<file path="src/rtl/ps2mct_pkg.sv">
`timescale 1ns / 1ps
// ----------------------------------------------------------------------------
// ps2mct_pkg
// Shared types, codes and constants of the PS/2 mouse cursor tracker.
// ----------------------------------------------------------------------------
package ps2mct_pkg;

  localparam int COORD_BITS = 13;
  localparam int DIM_BITS   = 14;
  localparam int TICK_BITS  = 16;
  localparam int CFG_IDX_BITS  = 2;
  localparam int CFG_DATA_BITS = 16;

  localparam logic [DIM_BITS-1:0] DIM_MAX = DIM_BITS'(1) << COORD_BITS;

  localparam logic [1:0] REQ_BYTE   = 2'd0;
  localparam logic [1:0] REQ_TICK   = 2'd1;
  localparam logic [1:0] REQ_CENTER = 2'd2;

  localparam logic [CFG_IDX_BITS-1:0] CFG_WIDTH   = 2'd0;
  localparam logic [CFG_IDX_BITS-1:0] CFG_HEIGHT  = 2'd1;
  localparam logic [CFG_IDX_BITS-1:0] CFG_HOLDOFF = 2'd2;

  localparam logic [1:0] PH_FLAGS = 2'd0;
  localparam logic [1:0] PH_X     = 2'd1;
  localparam logic [1:0] PH_Y     = 2'd2;

  localparam int FLAG_YOVF = 7;
  localparam int FLAG_XOVF = 6;
  localparam int FLAG_YSGN = 5;
  localparam int FLAG_XSGN = 4;
  localparam int FLAG_SYNC = 3;

  typedef struct packed {
    logic [DIM_BITS-1:0]  width;
    logic [DIM_BITS-1:0]  height;
    logic [TICK_BITS-1:0] holdoff;
  } cfg_t;

  typedef struct packed {
    logic [1:0]            phase;
    logic                  discard;
    logic [7:0]            flag_byte;
    logic [7:0]            x_byte;
    logic [TICK_BITS-1:0]  tick_count;
    logic [COORD_BITS-1:0] pos_x;
    logic [COORD_BITS-1:0] pos_y;
  } track_t;

  typedef struct packed {
    logic [COORD_BITS-1:0] cursor_x;
    logic [COORD_BITS-1:0] cursor_y;
    logic                  moved;
    logic                  packet_dropped;
    logic [1:0]            byte_phase;
  } result_t;

endpackage

</file>
<file path="src/rtl/ps2mct_in_if.sv">
`timescale 1ns / 1ps
// ----------------------------------------------------------------------------
// ps2mct_in_if
// Request channel: mouse byte, timer tick or recenter.
// ----------------------------------------------------------------------------
interface ps2mct_in_if;
  logic       valid;
  logic       ready;
  logic [1:0] req_type;
  logic [7:0] data_byte;

  modport source (output valid, output req_type, output data_byte, input ready);
  modport sink (input valid, input req_type, input data_byte, output ready);
endinterface

</file>
<file path="src/rtl/ps2mct_out_if.sv">
`timescale 1ns / 1ps
// ----------------------------------------------------------------------------
// ps2mct_out_if
// Result channel: cursor position and packet status.
// ----------------------------------------------------------------------------
interface ps2mct_out_if;
  logic                              valid;
  logic                              ready;
  logic [ps2mct_pkg::COORD_BITS-1:0] cursor_x;
  logic [ps2mct_pkg::COORD_BITS-1:0] cursor_y;
  logic                              moved;
  logic                              packet_dropped;
  logic [1:0]                        byte_phase;

  modport source (output valid, output cursor_x, output cursor_y, output moved,
                  output packet_dropped, output byte_phase, input ready);
  modport sink (input valid, input cursor_x, input cursor_y, input moved,
                input packet_dropped, input byte_phase, output ready);
endinterface

</file>
<file path="src/rtl/ps2mct_cfg_if.sv">
`timescale 1ns / 1ps
// ----------------------------------------------------------------------------
// ps2mct_cfg_if
// Register write channel.
// ----------------------------------------------------------------------------
interface ps2mct_cfg_if;
  logic                                 valid;
  logic                                 ready;
  logic [ps2mct_pkg::CFG_IDX_BITS-1:0]  index;
  logic [ps2mct_pkg::CFG_DATA_BITS-1:0] data;

  modport source (output valid, output index, output data, input ready);
  modport sink (input valid, input index, input data, output ready);
endinterface

</file>
<file path="src/rtl/ps2mct_step.sv">
`timescale 1ns / 1ps
// ----------------------------------------------------------------------------
// ps2mct_step
// Next tracker state and result for one request: hold-off, packet assembly,
// validity check, delta decode, clamped cursor move and recenter.
// ----------------------------------------------------------------------------
module ps2mct_step (
  input  ps2mct_pkg::cfg_t    cfg,
  input  ps2mct_pkg::track_t  cur,
  input  logic [1:0]          req_type,
  input  logic [7:0]          data_byte,
  output ps2mct_pkg::track_t  nxt,
  output ps2mct_pkg::result_t res
);

  logic [ps2mct_pkg::DIM_BITS-1:0] eff_w;
  logic [ps2mct_pkg::DIM_BITS-1:0] eff_h;
  logic                            bad_flags;
  logic signed [9:0]               dx;
  logic signed [9:0]               dy_neg;
  logic signed [15:0]              sum_x;
  logic signed [15:0]              sum_y;
  logic [ps2mct_pkg::DIM_BITS-1:0] lim_x;
  logic [ps2mct_pkg::DIM_BITS-1:0] lim_y;
  logic [ps2mct_pkg::COORD_BITS-1:0] new_x;
  logic [ps2mct_pkg::COORD_BITS-1:0] new_y;
  logic                            moved;
  logic                            dropped;

  always_comb begin
    if (cfg.width == '0) begin
      eff_w = ps2mct_pkg::DIM_BITS'(1);
    end else if (cfg.width > ps2mct_pkg::DIM_MAX) begin
      eff_w = ps2mct_pkg::DIM_MAX;
    end else begin
      eff_w = cfg.width;
    end
    if (cfg.height == '0) begin
      eff_h = ps2mct_pkg::DIM_BITS'(1);
    end else if (cfg.height > ps2mct_pkg::DIM_MAX) begin
      eff_h = ps2mct_pkg::DIM_MAX;
    end else begin
      eff_h = cfg.height;
    end
  end

  assign bad_flags = data_byte[ps2mct_pkg::FLAG_YOVF] | data_byte[ps2mct_pkg::FLAG_XOVF] |
                     ~data_byte[ps2mct_pkg::FLAG_SYNC];

  always_comb begin
    if (cur.flag_byte[ps2mct_pkg::FLAG_XSGN]) begin
      dx = 10'(signed'(cur.x_byte));
    end else begin
      dx = signed'({2'b00, cur.x_byte});
    end
    if (cur.flag_byte[ps2mct_pkg::FLAG_YSGN]) begin
      dy_neg = -10'(signed'(data_byte));
    end else begin
      dy_neg = -signed'({2'b00, data_byte});
    end
    sum_x = signed'(16'(cur.pos_x)) + 16'(dx);
    sum_y = signed'(16'(cur.pos_y)) + 16'(dy_neg);
    lim_x = eff_w - ps2mct_pkg::DIM_BITS'(1);
    lim_y = eff_h - ps2mct_pkg::DIM_BITS'(1);
    if (sum_x < 0) begin
      new_x = '0;
    end else if (sum_x >= signed'(16'(eff_w))) begin
      new_x = lim_x[ps2mct_pkg::COORD_BITS-1:0];
    end else begin
      new_x = sum_x[ps2mct_pkg::COORD_BITS-1:0];
    end
    if (sum_y < 0) begin
      new_y = '0;
    end else if (sum_y >= signed'(16'(eff_h))) begin
      new_y = lim_y[ps2mct_pkg::COORD_BITS-1:0];
    end else begin
      new_y = sum_y[ps2mct_pkg::COORD_BITS-1:0];
    end
  end

  always_comb begin
    nxt     = cur;
    moved   = 1'b0;
    dropped = 1'b0;
    case (req_type)
      ps2mct_pkg::REQ_TICK: begin
        if (cur.tick_count < cfg.holdoff) begin
          nxt.tick_count = cur.tick_count + ps2mct_pkg::TICK_BITS'(1);
        end
      end
      ps2mct_pkg::REQ_CENTER: begin
        nxt.pos_x = eff_w[ps2mct_pkg::DIM_BITS-1:1];
        nxt.pos_y = eff_h[ps2mct_pkg::DIM_BITS-1:1];
      end
      ps2mct_pkg::REQ_BYTE: begin
        if (cur.tick_count >= cfg.holdoff) begin
          case (cur.phase)
            ps2mct_pkg::PH_FLAGS: begin
              nxt.flag_byte = data_byte;
              nxt.phase     = ps2mct_pkg::PH_X;
              if (bad_flags) begin
                nxt.discard = 1'b1;
              end
            end
            ps2mct_pkg::PH_X: begin
              nxt.x_byte = data_byte;
              nxt.phase  = ps2mct_pkg::PH_Y;
            end
            default: begin
              nxt.phase = ps2mct_pkg::PH_FLAGS;
              if (cur.discard) begin
                nxt.discard = 1'b0;
                dropped     = 1'b1;
              end else begin
                nxt.pos_x = new_x;
                nxt.pos_y = new_y;
                moved     = 1'b1;
              end
            end
          endcase
        end
      end
      default: begin
      end
    endcase
  end

  assign res.cursor_x       = nxt.pos_x;
  assign res.cursor_y       = nxt.pos_y;
  assign res.moved          = moved;
  assign res.packet_dropped = dropped;
  assign res.byte_phase     = nxt.phase;

endmodule

</file>
<file path="src/rtl/ps2_mouse_packet_cursor_tracker_top.sv">
`timescale 1ns / 1ps
// ----------------------------------------------------------------------------
// ps2_mouse_packet_cursor_tracker_top
// PS/2 mouse packet decoder with hold-off counter and clamped cursor.
//
// Channels: mouse carries one request item (mouse byte, timer tick or
// recenter); cursor returns exactly one result item per request with the
// cursor position, moved/dropped flags and the next expected byte index;
// cfg writes screen width (0), screen height (1) and hold-off ticks (2).
// cfg is always ready; write it only while the block is idle.
// A request accepted at an edge has its result registered and valid in the cycle
// after it. Throughput: one item per cycle while cursor takes each result, set
// by the result register, which is loaded together with the state update.
// When the cursor side stalls, the result register holds its item and mouse
// ready drops until that item is taken; ready returns in the same cycle as
// cursor ready rises.
// Reset: registers return to 1024 x 768 and 250 ticks, packet phase, tick
// count and cursor go to zero, and the result register empties.
// ----------------------------------------------------------------------------
module ps2_mouse_packet_cursor_tracker_top (
  input logic                clk,
  input logic                rst,
  ps2mct_in_if.sink          mouse,
  ps2mct_out_if.source       cursor,
  ps2mct_cfg_if.sink         cfg
);

  ps2mct_pkg::cfg_t    regs;
  ps2mct_pkg::track_t  track;
  ps2mct_pkg::track_t  track_next;
  ps2mct_pkg::result_t res_next;
  ps2mct_pkg::result_t res;
  logic                res_valid;
  logic                take;

  assign mouse.ready = ~res_valid | cursor.ready;
  assign take        = mouse.valid & mouse.ready;
  assign cfg.ready   = 1'b1;

  always_ff @(posedge clk) begin
    if (rst) begin
      regs.width   <= ps2mct_pkg::DIM_BITS'(1024);
      regs.height  <= ps2mct_pkg::DIM_BITS'(768);
      regs.holdoff <= ps2mct_pkg::TICK_BITS'(250);
    end else if (cfg.valid) begin
      case (cfg.index)
        ps2mct_pkg::CFG_WIDTH:   regs.width   <= cfg.data[ps2mct_pkg::DIM_BITS-1:0];
        ps2mct_pkg::CFG_HEIGHT:  regs.height  <= cfg.data[ps2mct_pkg::DIM_BITS-1:0];
        ps2mct_pkg::CFG_HOLDOFF: regs.holdoff <= cfg.data;
        default: begin
        end
      endcase
    end
  end

  ps2mct_step u_step (
    .cfg       (regs),
    .cur       (track),
    .req_type  (mouse.req_type),
    .data_byte (mouse.data_byte),
    .nxt       (track_next),
    .res       (res_next)
  );

  always_ff @(posedge clk) begin
    if (rst) begin
      track     <= '0;
      res_valid <= 1'b0;
    end else begin
      if (take) begin
        track     <= track_next;
        res_valid <= 1'b1;
      end else if (cursor.ready) begin
        res_valid <= 1'b0;
      end
    end
  end

  always_ff @(posedge clk) begin
    if (take) begin
      res <= res_next;
    end
  end

  assign cursor.valid          = res_valid;
  assign cursor.cursor_x       = res.cursor_x;
  assign cursor.cursor_y       = res.cursor_y;
  assign cursor.moved          = res.moved;
  assign cursor.packet_dropped = res.packet_dropped;
  assign cursor.byte_phase     = res.byte_phase;

endmodule
</file>
<file path="src/flat_wrapper.sv">
// flat-port wrapper written by rule: the top's interface ports become plain ports
module ps2_mouse_packet_cursor_tracker_top_flat 
  (clk, rst, mouse_valid, mouse_req_type, mouse_data_byte, mouse_ready, cursor_valid, cursor_cursor_x, cursor_cursor_y, cursor_moved, cursor_packet_dropped, cursor_byte_phase, cursor_ready, cfg_valid, cfg_index, cfg_data, cfg_ready);
  ps2mct_in_if mouse_i ();
  ps2mct_out_if cursor_i ();
  ps2mct_cfg_if cfg_i ();
  input logic clk;
  input logic rst;
  input wire logic [$bits(mouse_i.valid)-1:0] mouse_valid;
  input wire logic [$bits(mouse_i.req_type)-1:0] mouse_req_type;
  input wire logic [$bits(mouse_i.data_byte)-1:0] mouse_data_byte;
  output wire logic [$bits(mouse_i.ready)-1:0] mouse_ready;
  output wire logic [$bits(cursor_i.valid)-1:0] cursor_valid;
  output wire logic [$bits(cursor_i.cursor_x)-1:0] cursor_cursor_x;
  output wire logic [$bits(cursor_i.cursor_y)-1:0] cursor_cursor_y;
  output wire logic [$bits(cursor_i.moved)-1:0] cursor_moved;
  output wire logic [$bits(cursor_i.packet_dropped)-1:0] cursor_packet_dropped;
  output wire logic [$bits(cursor_i.byte_phase)-1:0] cursor_byte_phase;
  input wire logic [$bits(cursor_i.ready)-1:0] cursor_ready;
  input wire logic [$bits(cfg_i.valid)-1:0] cfg_valid;
  input wire logic [$bits(cfg_i.index)-1:0] cfg_index;
  input wire logic [$bits(cfg_i.data)-1:0] cfg_data;
  output wire logic [$bits(cfg_i.ready)-1:0] cfg_ready;
  assign mouse_i.valid = mouse_valid;
  assign mouse_i.req_type = mouse_req_type;
  assign mouse_i.data_byte = mouse_data_byte;
  assign mouse_ready = mouse_i.ready;
  assign cursor_valid = cursor_i.valid;
  assign cursor_cursor_x = cursor_i.cursor_x;
  assign cursor_cursor_y = cursor_i.cursor_y;
  assign cursor_moved = cursor_i.moved;
  assign cursor_packet_dropped = cursor_i.packet_dropped;
  assign cursor_byte_phase = cursor_i.byte_phase;
  assign cursor_i.ready = cursor_ready;
  assign cfg_i.valid = cfg_valid;
  assign cfg_i.index = cfg_index;
  assign cfg_i.data = cfg_data;
  assign cfg_ready = cfg_i.ready;
  ps2_mouse_packet_cursor_tracker_top u_core (.clk(clk), .rst(rst), .mouse(mouse_i), .cursor(cursor_i), .cfg(cfg_i));
endmodule
</file>
<file path="config.mk">
export PLATFORM = sky130hd
export DESIGN_NAME = ps2_mouse_packet_cursor_tracker_top_flat
export DESIGN_NICKNAME = d
export VERILOG_FILES = /design/src/rtl/ps2mct_pkg.sv /design/src/rtl/ps2mct_in_if.sv /design/src/rtl/ps2mct_out_if.sv /design/src/rtl/ps2mct_cfg_if.sv /design/src/rtl/ps2mct_step.sv /design/src/rtl/ps2_mouse_packet_cursor_tracker_top.sv /design/src/flat_wrapper.sv
export SDC_FILE = /design/constraint.sdc
export NUM_CORES = 1
export LEC_CHECK = 0
export BUFFER_PORTS_ARGS = -buffer_cell sky130_fd_sc_hd__clkbuf_2
export CORE_MARGIN = 1
export CORE_UTILIZATION = 35
export DETAILED_ROUTE_END_ITERATION = 8
export PLACE_DENSITY = 0.52
export SYNTH_ARGS = -nofsm -noshare
export SYNTH_HDL_FRONTEND = slang
export SYNTH_SLANG_ARGS = --single-unit
</file>
<file path="constraint.sdc">
create_clock -name clk -period 10.22 [get_ports clk]
set_clock_uncertainty 0.05 [all_clocks]
set_input_delay 0.511 -clock clk [delete_from_list [all_inputs] [get_ports clk]]
set_output_delay 0.511 -clock clk [all_outputs]
set_load 0.03 [all_outputs]
</file>
==> metrics.md, run 1 <==
| Metric | Value |
|---|---|
| Run status | completed |
| Crit Reg-Reg Endpoint | u_core.cursor.cursor_y[8]$_DFFE_PP_ |
| Synth cell types | 78 |
| Routed length per instance | 17.9 um |
| Final WL | 25900 um |
| Final Hold Viols | 0 |
| Chip height | 160 um |
| Fin area | 9950 um^2 |
| Top Family by Delay on Critical Path | simple AND/OR/NAND/NOR gates |
| R2R depth | 16 |
| RSZ-0062 raised after global routing | no |
| Min-delay src | cfg_data[14] |
| YS warnings | 0 |
| Synth top area share | 22.9% |
| Pwr dens | 152 nW/um^2 |
| Leakage | 4.02 nW |
| Pins Over Slew Limit | 0 |
| Seq cells post-synth | 130 |
| ANT cells | 0 |
| # fillers | 2521 |
| IO Port Bufs | 64 |
| Met2 Use GR | 31.1% |
| Starting density of the core | 35.9% |
| FP Rows | 57 |
| Slowest CP cell | or4_1 |
| Post-synth ARST share | 0% |
| Root Buffer | clkbuf_16 |
| Postcts setup bufs | 0 |
| Cts repair resizes | 0 |
| Setup WS pre-CTS | 5000 ps |
| R2R Setup Slk | 5400 ps |
| Largest vdd supply drop | 0.100 mV |
| Global Route Usage Sum | 20.4% |
| Crit path arrival time | 5020 ps |
| DR vias | 7926 |
| 1st-iter DRT viols | 557 |
| Clk buf depth | 2 |
| Hold Path Depth | 3 |
| Final worst setup slack | 5330 ps |
| Synth cell count leaders | 161 x nand2_1, 100 x a21oi_1, 100 x dfxtp_1 |
| Total CTS buffers | 17 |
| # clock sinks | 130 |
| Slew HR | 32.7% |
| Nets | 1223 |
| Die X | 160 um |
| CP Buf/Inv Count | 2 |
| TritonCTS clock tree | built |
| Kind of critical path | in2reg |
| # setup viols final | 0 |
| Ranking of synthesized cells by area | dfxtp_1 23%, ha_1 11%, edfxtp_1 10%, nand2_1 6.9%, a21oi_1 5.7% |
| Count leader, synth | nand2_1 |
| Critical Path RT | 10340 ps |
| # IOs | 66 |
| GRT overflow | 0 |
| Synth Flop Type | dfxtp_1 |
| Crit share post-route | 47.9% |
| Netlist Area Pre-Place | 8750 um^2 |
| Worst skew pair latency | 420 ps |
| TNS Setup | 0 ps |
| Worst Max-Slew Pin Slew | 1010 ps |
| Tmin final | 4890 ps |
| CP max stage delay | 460 ps |
| Worst path cell trace | clkbuf_2 -> nor4_2 -> nor3b_2 -> xnor2_1 -> ha_1 -> and2_1 -> a41o_1 -> nor2_1 -> nand2_1 -> a21oi_1 -> xnor2_1 -> ha_1 -> nand3_1 -> nor2_1 -> or4_1 -> a21oi_1 -> nand2_1 -> mux2_2 -> a222oi_1 -> inv_1 |
| Largest net degree at the start of global routing | 77 |
| Hold WC Path Type | in2reg |
| Drt drc | 0 |
| Hold buffer count at CTS | 0 |
| Met1 Usage GRT | 29.9% |
| Synthesized netlist cell count | 1075 |
| Vias in the first global route | 7350 |
| Startpoint types | input port |
| Cell taking the most area after synthesis | dfxtp_1 |
| Reg2reg start | u_core.track[0]$_SDFFE_PP0P_ |
| Clock Pin Slew Worst Setup and Hold Paths | 60 ps |
| Antenna violations before repair | 0 |
| Sequential share of the synthesized area | 33.2% |
| ANT nets after route | 0 |
| Worst setup EP type | flip-flop |
| GP Congestion | 0.860 |
| Fmax | 0.204 GHz |
| 1st-pass router iterations | 5 |
| Hold Crit Endpoint | u_core.regs[14]$_SDFFE_PP0P_ |
| Die ar. | 25600 um^2 |
| Met3 Usage GRT | 2.73% |
| Largest fanout on the critical path | 10 |
| H-tree depth | 4 |
| Dpl hpwl | 19500 um |
| Placed Area | 9290 um^2 |
| GRT busiest layer | met2 |
| Global-route wire length before repair | 40700 um |
| Syn avg cell area | 8.14 um^2 |
| Share of cells above drive strength 1 | 12.0% |
| Core Area | 24400 um^2 |
| Via/cell ratio | 5.47 |
| Max-cap violations | 0 |
| Layout area overhead | 13.7% |
| Syn_nets | 1186 |
| Fin util | 40.8% |
| Number of synthesized flops with an enable pin | 30 |
==> how the worst max path moves through the flow <==
stage	end	start	cells past startpoint	slack, ps
floorplan	u_core.cursor.cursor_y[8]$_DFFE_PP_	mouse_data_byte[0]	17	5590
global placement	u_core.cursor.cursor_y[8]$_DFFE_PP_	mouse_data_byte[4]	20	5050
detailed placement	u_core.cursor.cursor_y[8]$_DFFE_PP_	mouse_data_byte[4]	20	5000
CTS	u_core.cursor.cursor_y[8]$_DFFE_PP_	mouse_data_byte[4]	20	5380
global route	u_core.cursor.cursor_y[8]$_DFFE_PP_	mouse_data_byte[4]	20	4930
finish	u_core.cursor.cursor_y[8]$_DFFE_PP_	mouse_data_byte[4]	20	5330
==> layout by cell type (no fill, tap or decap), types with 5 or more instances in the layout <==
cell type    n
nand2b_1     7
edfxtp_1    30
o211ai_1    12
o22ai_1      8
xor2_1      12
a31oi_1      7
nand3_1     27
nor3_1      29
a22oi_1     22
a21oi_1    100
nor2_1      93
dfxtp_1    100
clkbuf_16   20
or2_2        5
nor4_1       7
buf_4        7
xnor2_1     36
mux2i_1     10
nand3b_1     9
o21ai_0     52
nor2b_1     11
ha_1        76
nand2_1    161
mux2_2       6
a22oi_2      5
inv_1       48
nand4_1     18
a211oi_1    11
or3_1       12
and2_1       6
a21o_1       9
a311oi_1     9
clkbuf_2    63
a211o_1     12
o21a_1       7
==> worst reg2reg max path, delay by kind of cell (launching register included) <==
kind	cells	cell delay [ps]
flip-flops	1	370
XOR/XNOR	1	230
AND/OR/NAND/NOR	4	910
multiplexers	1	360
buffers and inverters	1	70
adder cells (fa/ha/maj)	3	970
AO/OA/AOI/OAI	6	1630
==> final cells by class <==
| type | count | area [um^2] | area share (%) |
|---|---|---|---|
| Clock inverter | 9 | 136 | 1.37 |
| Timing Repair Buffer | 70 | 368 | 3.70 |
| Clock buffer | 23 | 522 | 5.24 |
| Multi-Input combinational cell | 844 | 5430 | 54.6 |
| Tap cell | 324 | 405 | 4.07 |
| Inverter | 49 | 184 | 1.85 |
| Sequential cell | 130 | 2900 | 29.2 |
==> report_power, final <==
part	total (mW)	switching, mW	internal (mW)
clock	0.677	0.241	0.437
sequential	0.564	0.0178	0.546
combinational	0.273	0.173	0.0997
==> routing by layer <==
layer	part of all wire [%]	up-vias
met5	0	-
met3	4.6	26
met2	43	195
li1	-	3971
met4	1.2	0
met1	51	3734
==> registers in the layout, indices dropped and copies added (netlist names) <==
register / count
u_core.cursor.cursor_y: 13
u_core.cursor.cursor_x: 13
u_core.cursor.moved: 1
u_core.regs: 44
u_core.cursor.byte_phase: 2
u_core.cursor.valid: 1
u_core.cursor.packet_dropped: 1
u_core.track: 55
==> metrics by stage <==
step,hold slack [ps],instances,power [mW]
2_1_floorplan,386,1075,0.770
3_3_place_gp,394,1417,0.844
3_5_place_dp,396,1417,0.844
4_1_cts,249,1449,1.52
5_1_grt,276,1449,1.58
6_report,250,1449,1.51
==> cells by family (layout without fill, tap and decap cells) <==
family / after synthesis / count (layout) / synth area share (%)
xor+xnor: 48 / 48 / 4.80
flops: 130 / 130 / 33.2
compound gates: 292 / 292 / 22.1
fa+ha+maj: 78 / 78 / 11.3
buf+inv: 101 / 151 / 4.77
mux: 16 / 16 / 1.92
simple gates: 409 / 409 / 21.9
other cells: 1 / 1 / 0.0428
Note: power is estimated with default switching activity, not from simulation.
==> inputs of run 2 (changes only) <==
Clock period 10.22 ns to 5.1 ns, I/O delays scaled along.
==> run 2 against run 1 <==
Cell count rose by 0.55%; register-to-register slack lost 5000 ps; largest power group unchanged; critical endpoint is now u_core.cursor.cursor_x[8]$_DFFE_PP_; non-clock buffer count increased by 8; count of clock-buffer cells in the layout down 2; wire length barely moved; first-iteration DRC count shrank 3.1%; clock power rose by 79%; utilization down 0.082 points; via count grew 0.66%.
==> metrics.md, run 2 (same netlist as run 1, synthesis figures left out) <==
| Metric | Value |
|---|---|
| Cts repair resizes | 0 (unchanged) |
| Clock power frac | 41.8% (-2.9 points) |
| CP Buf/Inv Count | 0 (-2) |
| RSZ-0062 raised after global routing | no |
| Combinational power share | 19.2% (+1.2 points) |
| # IOs | 66 (unchanged) |
| Most frequent cells in the layout | 161 x nand2_1, 100 x a21oi_1, 100 x dfxtp_1 |
| # fillers | 2534 (+0.52%) |
| Drt drc | 0 (unchanged) |
| Final worst setup slack | 362 ps (-4960 ps) |
| Run status | completed |
| Layout area overhead | 13.5% |
| Worst path cell trace | ha_1 -> fa_1 -> a211oi_2 -> nor2_1 -> a211o_1 -> o211a_1 -> a211o_1 -> ha_1 -> nand4_1 -> nor2_1 -> o311ai_0 -> a31o_2 -> nor2b_1 -> nor2_1 -> o21ai_0 -> nand2_1 |
| Reg area | 2900 um^2 (unchanged) |
| Crit path top cell by count | nor2_1 |
| Placed Instances | 1423 (+0.42%) |
| P_int | 2.02 mW (+86%) |
| Most common cell after layout, fill and taps aside | nand2_1 |
| Postcts setup bufs | 0 (unchanged) |
| Net Sw Frac | 30.3% (+1.8 points) |
| Seq pwr share | 39.0% (+1.8 points) |
| ANT nets after route | 0 (unchanged) |
| Pins Over Slew Limit | 0 (unchanged) |
| Clk buf depth | 2 (unchanged) |
| Vias in the first global route | 7540 (+2.6%) |
| # clock sinks | 130 (unchanged) |
| Worst Max-Slew Pin Slew | 916 ps (-90.0 ps) |
| Dpl hpwl | 19700 um (+1.2%) |
| Largest regs | u_core.track: 55 flops, u_core.regs: 44 flops |
| Tmin final | 4740 ps |
| Nets | 1231 (+0.65%) |
| Worst skew pair latency | 420 ps (about the same) |
| Fmax | 0.211 GHz |
| Final WL | 25900 um (about the same) |
| Hold WC Path Type | in2reg |
| Antenna violations before repair | 0 (unchanged) |
| # setup viols final | 0 (unchanged) |
| Crit share post-route | 92.9% |
| Pwr dens | 291 nW/um^2 (+91%) |
| GRT overflow | 0 (unchanged) |
| Starting density of the core | 35.9% (unchanged) |
| Global Route Usage Sum | 20.9% (+0.57 points) |
| Root Buffer | clkbuf_16 |
| Die ar. | 25600 um^2 (unchanged) |
| Largest register FFs | 55 (unchanged) |
| Hold slack | 18.8 ps (-232 ps) |
| Largest reg by FF count | u_core.track |
| TritonCTS clock tree | built |
| Largest net degree at the start of global routing | 74 (-3.9%) |
| TNS Setup | 0 ps (unchanged) |
| Slowest CP cell | nor2b_1 |
| Multi-input logic area | 5430 um^2 (unchanged) |
| Global-route wire length before repair | 42100 um (+3.3%) |
| Startpoint types | flip-flop |
| Die X | 160 um (unchanged) |
| Slew HR | 38.7% (+6.0 points) |
| Setup WS pre-CTS | 257 ps (-4740 ps) |
| H-tree depth | 4 (unchanged) |
| Tot Pwr | 2.89 mW (+91%) |
| Max-cap violations | 0 (unchanged) |
| Via/cell ratio | 5.48 (+0.10%) |
| R2R Setup Slk | 360 ps (-5040 ps) |
| Crit path arrival time | 4850 ps (-170 ps) |
| Clock Pin Slew Worst Setup and Hold Paths | 60 ps (about the same) |
| CP max stage delay | 680 ps (+220 ps) |
| 1st-iter DRT viols | 540 (-3.1%) |
| IO Port Bufs | 64 (unchanged) |
| Kind of critical path | reg2reg |
| Share of cells above drive strength 1 | 12.4% (+0.44 points) |
| GP Congestion | 0.855 (-0.52%) |
| Largest vdd supply drop | 0.222 mV (+120%) |
| Leakage | 4.02 nW (about the same) |
| Total CTS buffers | 17 (unchanged) |
| Critical Path RT | 5210 ps (-5130 ps) |
| Worst setup EP type | flip-flop |
| ANT cells | 0 (unchanged) |
| Routed length per instance | 17.8 um (-0.49%) |
| FP Rows | 57 (unchanged) |
| Fin area | 9930 um^2 (-0.20%) |
| Core Area | 24400 um^2 (unchanged) |
| DR vias | 7978 (+0.66%) |
| Final Hold Viols | 0 (unchanged) |
| Sw Pwr | 0.875 mW (+100%) |
| Largest fanout on the critical path | 11 (+1) |
| Hold buffer count at CTS | 2 (+2) |
| Placed Area | 9340 um^2 (+0.48%) |
| Chip height | 160 um (unchanged) |
| Non-Filler Instances | 1457 (+0.55%) |
| 1st-pass router iterations | 5 (unchanged) |
| Fin util | 40.7% (-0.082 points) |
| Top Family by Delay on Critical Path | compound AO/OA/AOI/OAI gates |
[run 2: changes by cell type in the layout (fill, tap and decap cells not counted)]
cell / change
buf_4: +6
bufinv_16: -2
clkbuf_16: -2
clkinv_2: +2
clkinv_4: +2
dlygate4sd3_1: +2
inv_4: +1
inv_6: -1
[run 2: worst reg2reg max path, cell delays in order (launching register included)]
cell,delay [ps]
dfxtp_1,350
ha_1,250
fa_1,450
a211oi_2,270
nor2_1,90
a211o_1,340
o211a_1,240
a211o_1,290
ha_1,310
nand4_1,90
nor2_1,60
o311ai_0,90
a31o_2,230
nor2b_1,680
nor2_1,230
o21ai_0,370
nand2_1,100
[run 2: layout make-up]
type / instances / share of cell area, %
inverters: 49 / 1.85
clock inverters: 11 / 1.02
flip-flops and latches: 130 / 29.2
repair buffers: 78 / 4.36
clock buffers: 21 / 4.75
well taps: 324 / 4.08
multi-input cells: 844 / 54.7
[run 2: metal layers]
layer,vias to the layer above,track usage (%),share of wire [%]
li1,3999,-,-
met1,3761,30.8,51
met2,190,30.9,42
met3,28,3.43,4.6
met4,0,6.36,1.9
met5,-,0,0
[run 2: final timing paths]
kind,start,end,cells past startpoint
min reg2reg,u_core.regs[14]$_SDFFE_PP0P_,u_core.regs[14]$_SDFFE_PP0P_,2
min,mouse_valid,u_core.cursor.valid$_SDFFE_PP0P_,3
max reg2reg,u_core.track[13]$_SDFFE_PP0P_,u_core.cursor.cursor_x[8]$_DFFE_PP_,16
max,u_core.track[13]$_SDFFE_PP0P_,u_core.cursor.cursor_x[8]$_DFFE_PP_,16
[run 2: power by group through the flow]
| stage | combinational (mW) | clock, mW | sequential, mW |
|---|---|---|---|
| 3_3_place_gp | 0.550 | 0 | 1.15 |
| 5_1_grt | 0.617 | 1.27 | 1.13 |
| 4_1_cts | 0.552 | 1.23 | 1.13 |
| 6_report | 0.555 | 1.21 | 1.13 |
| 2_1_floorplan | 0.374 | 0 | 1.17 |
| 3_5_place_dp | 0.548 | 0 | 1.15 |
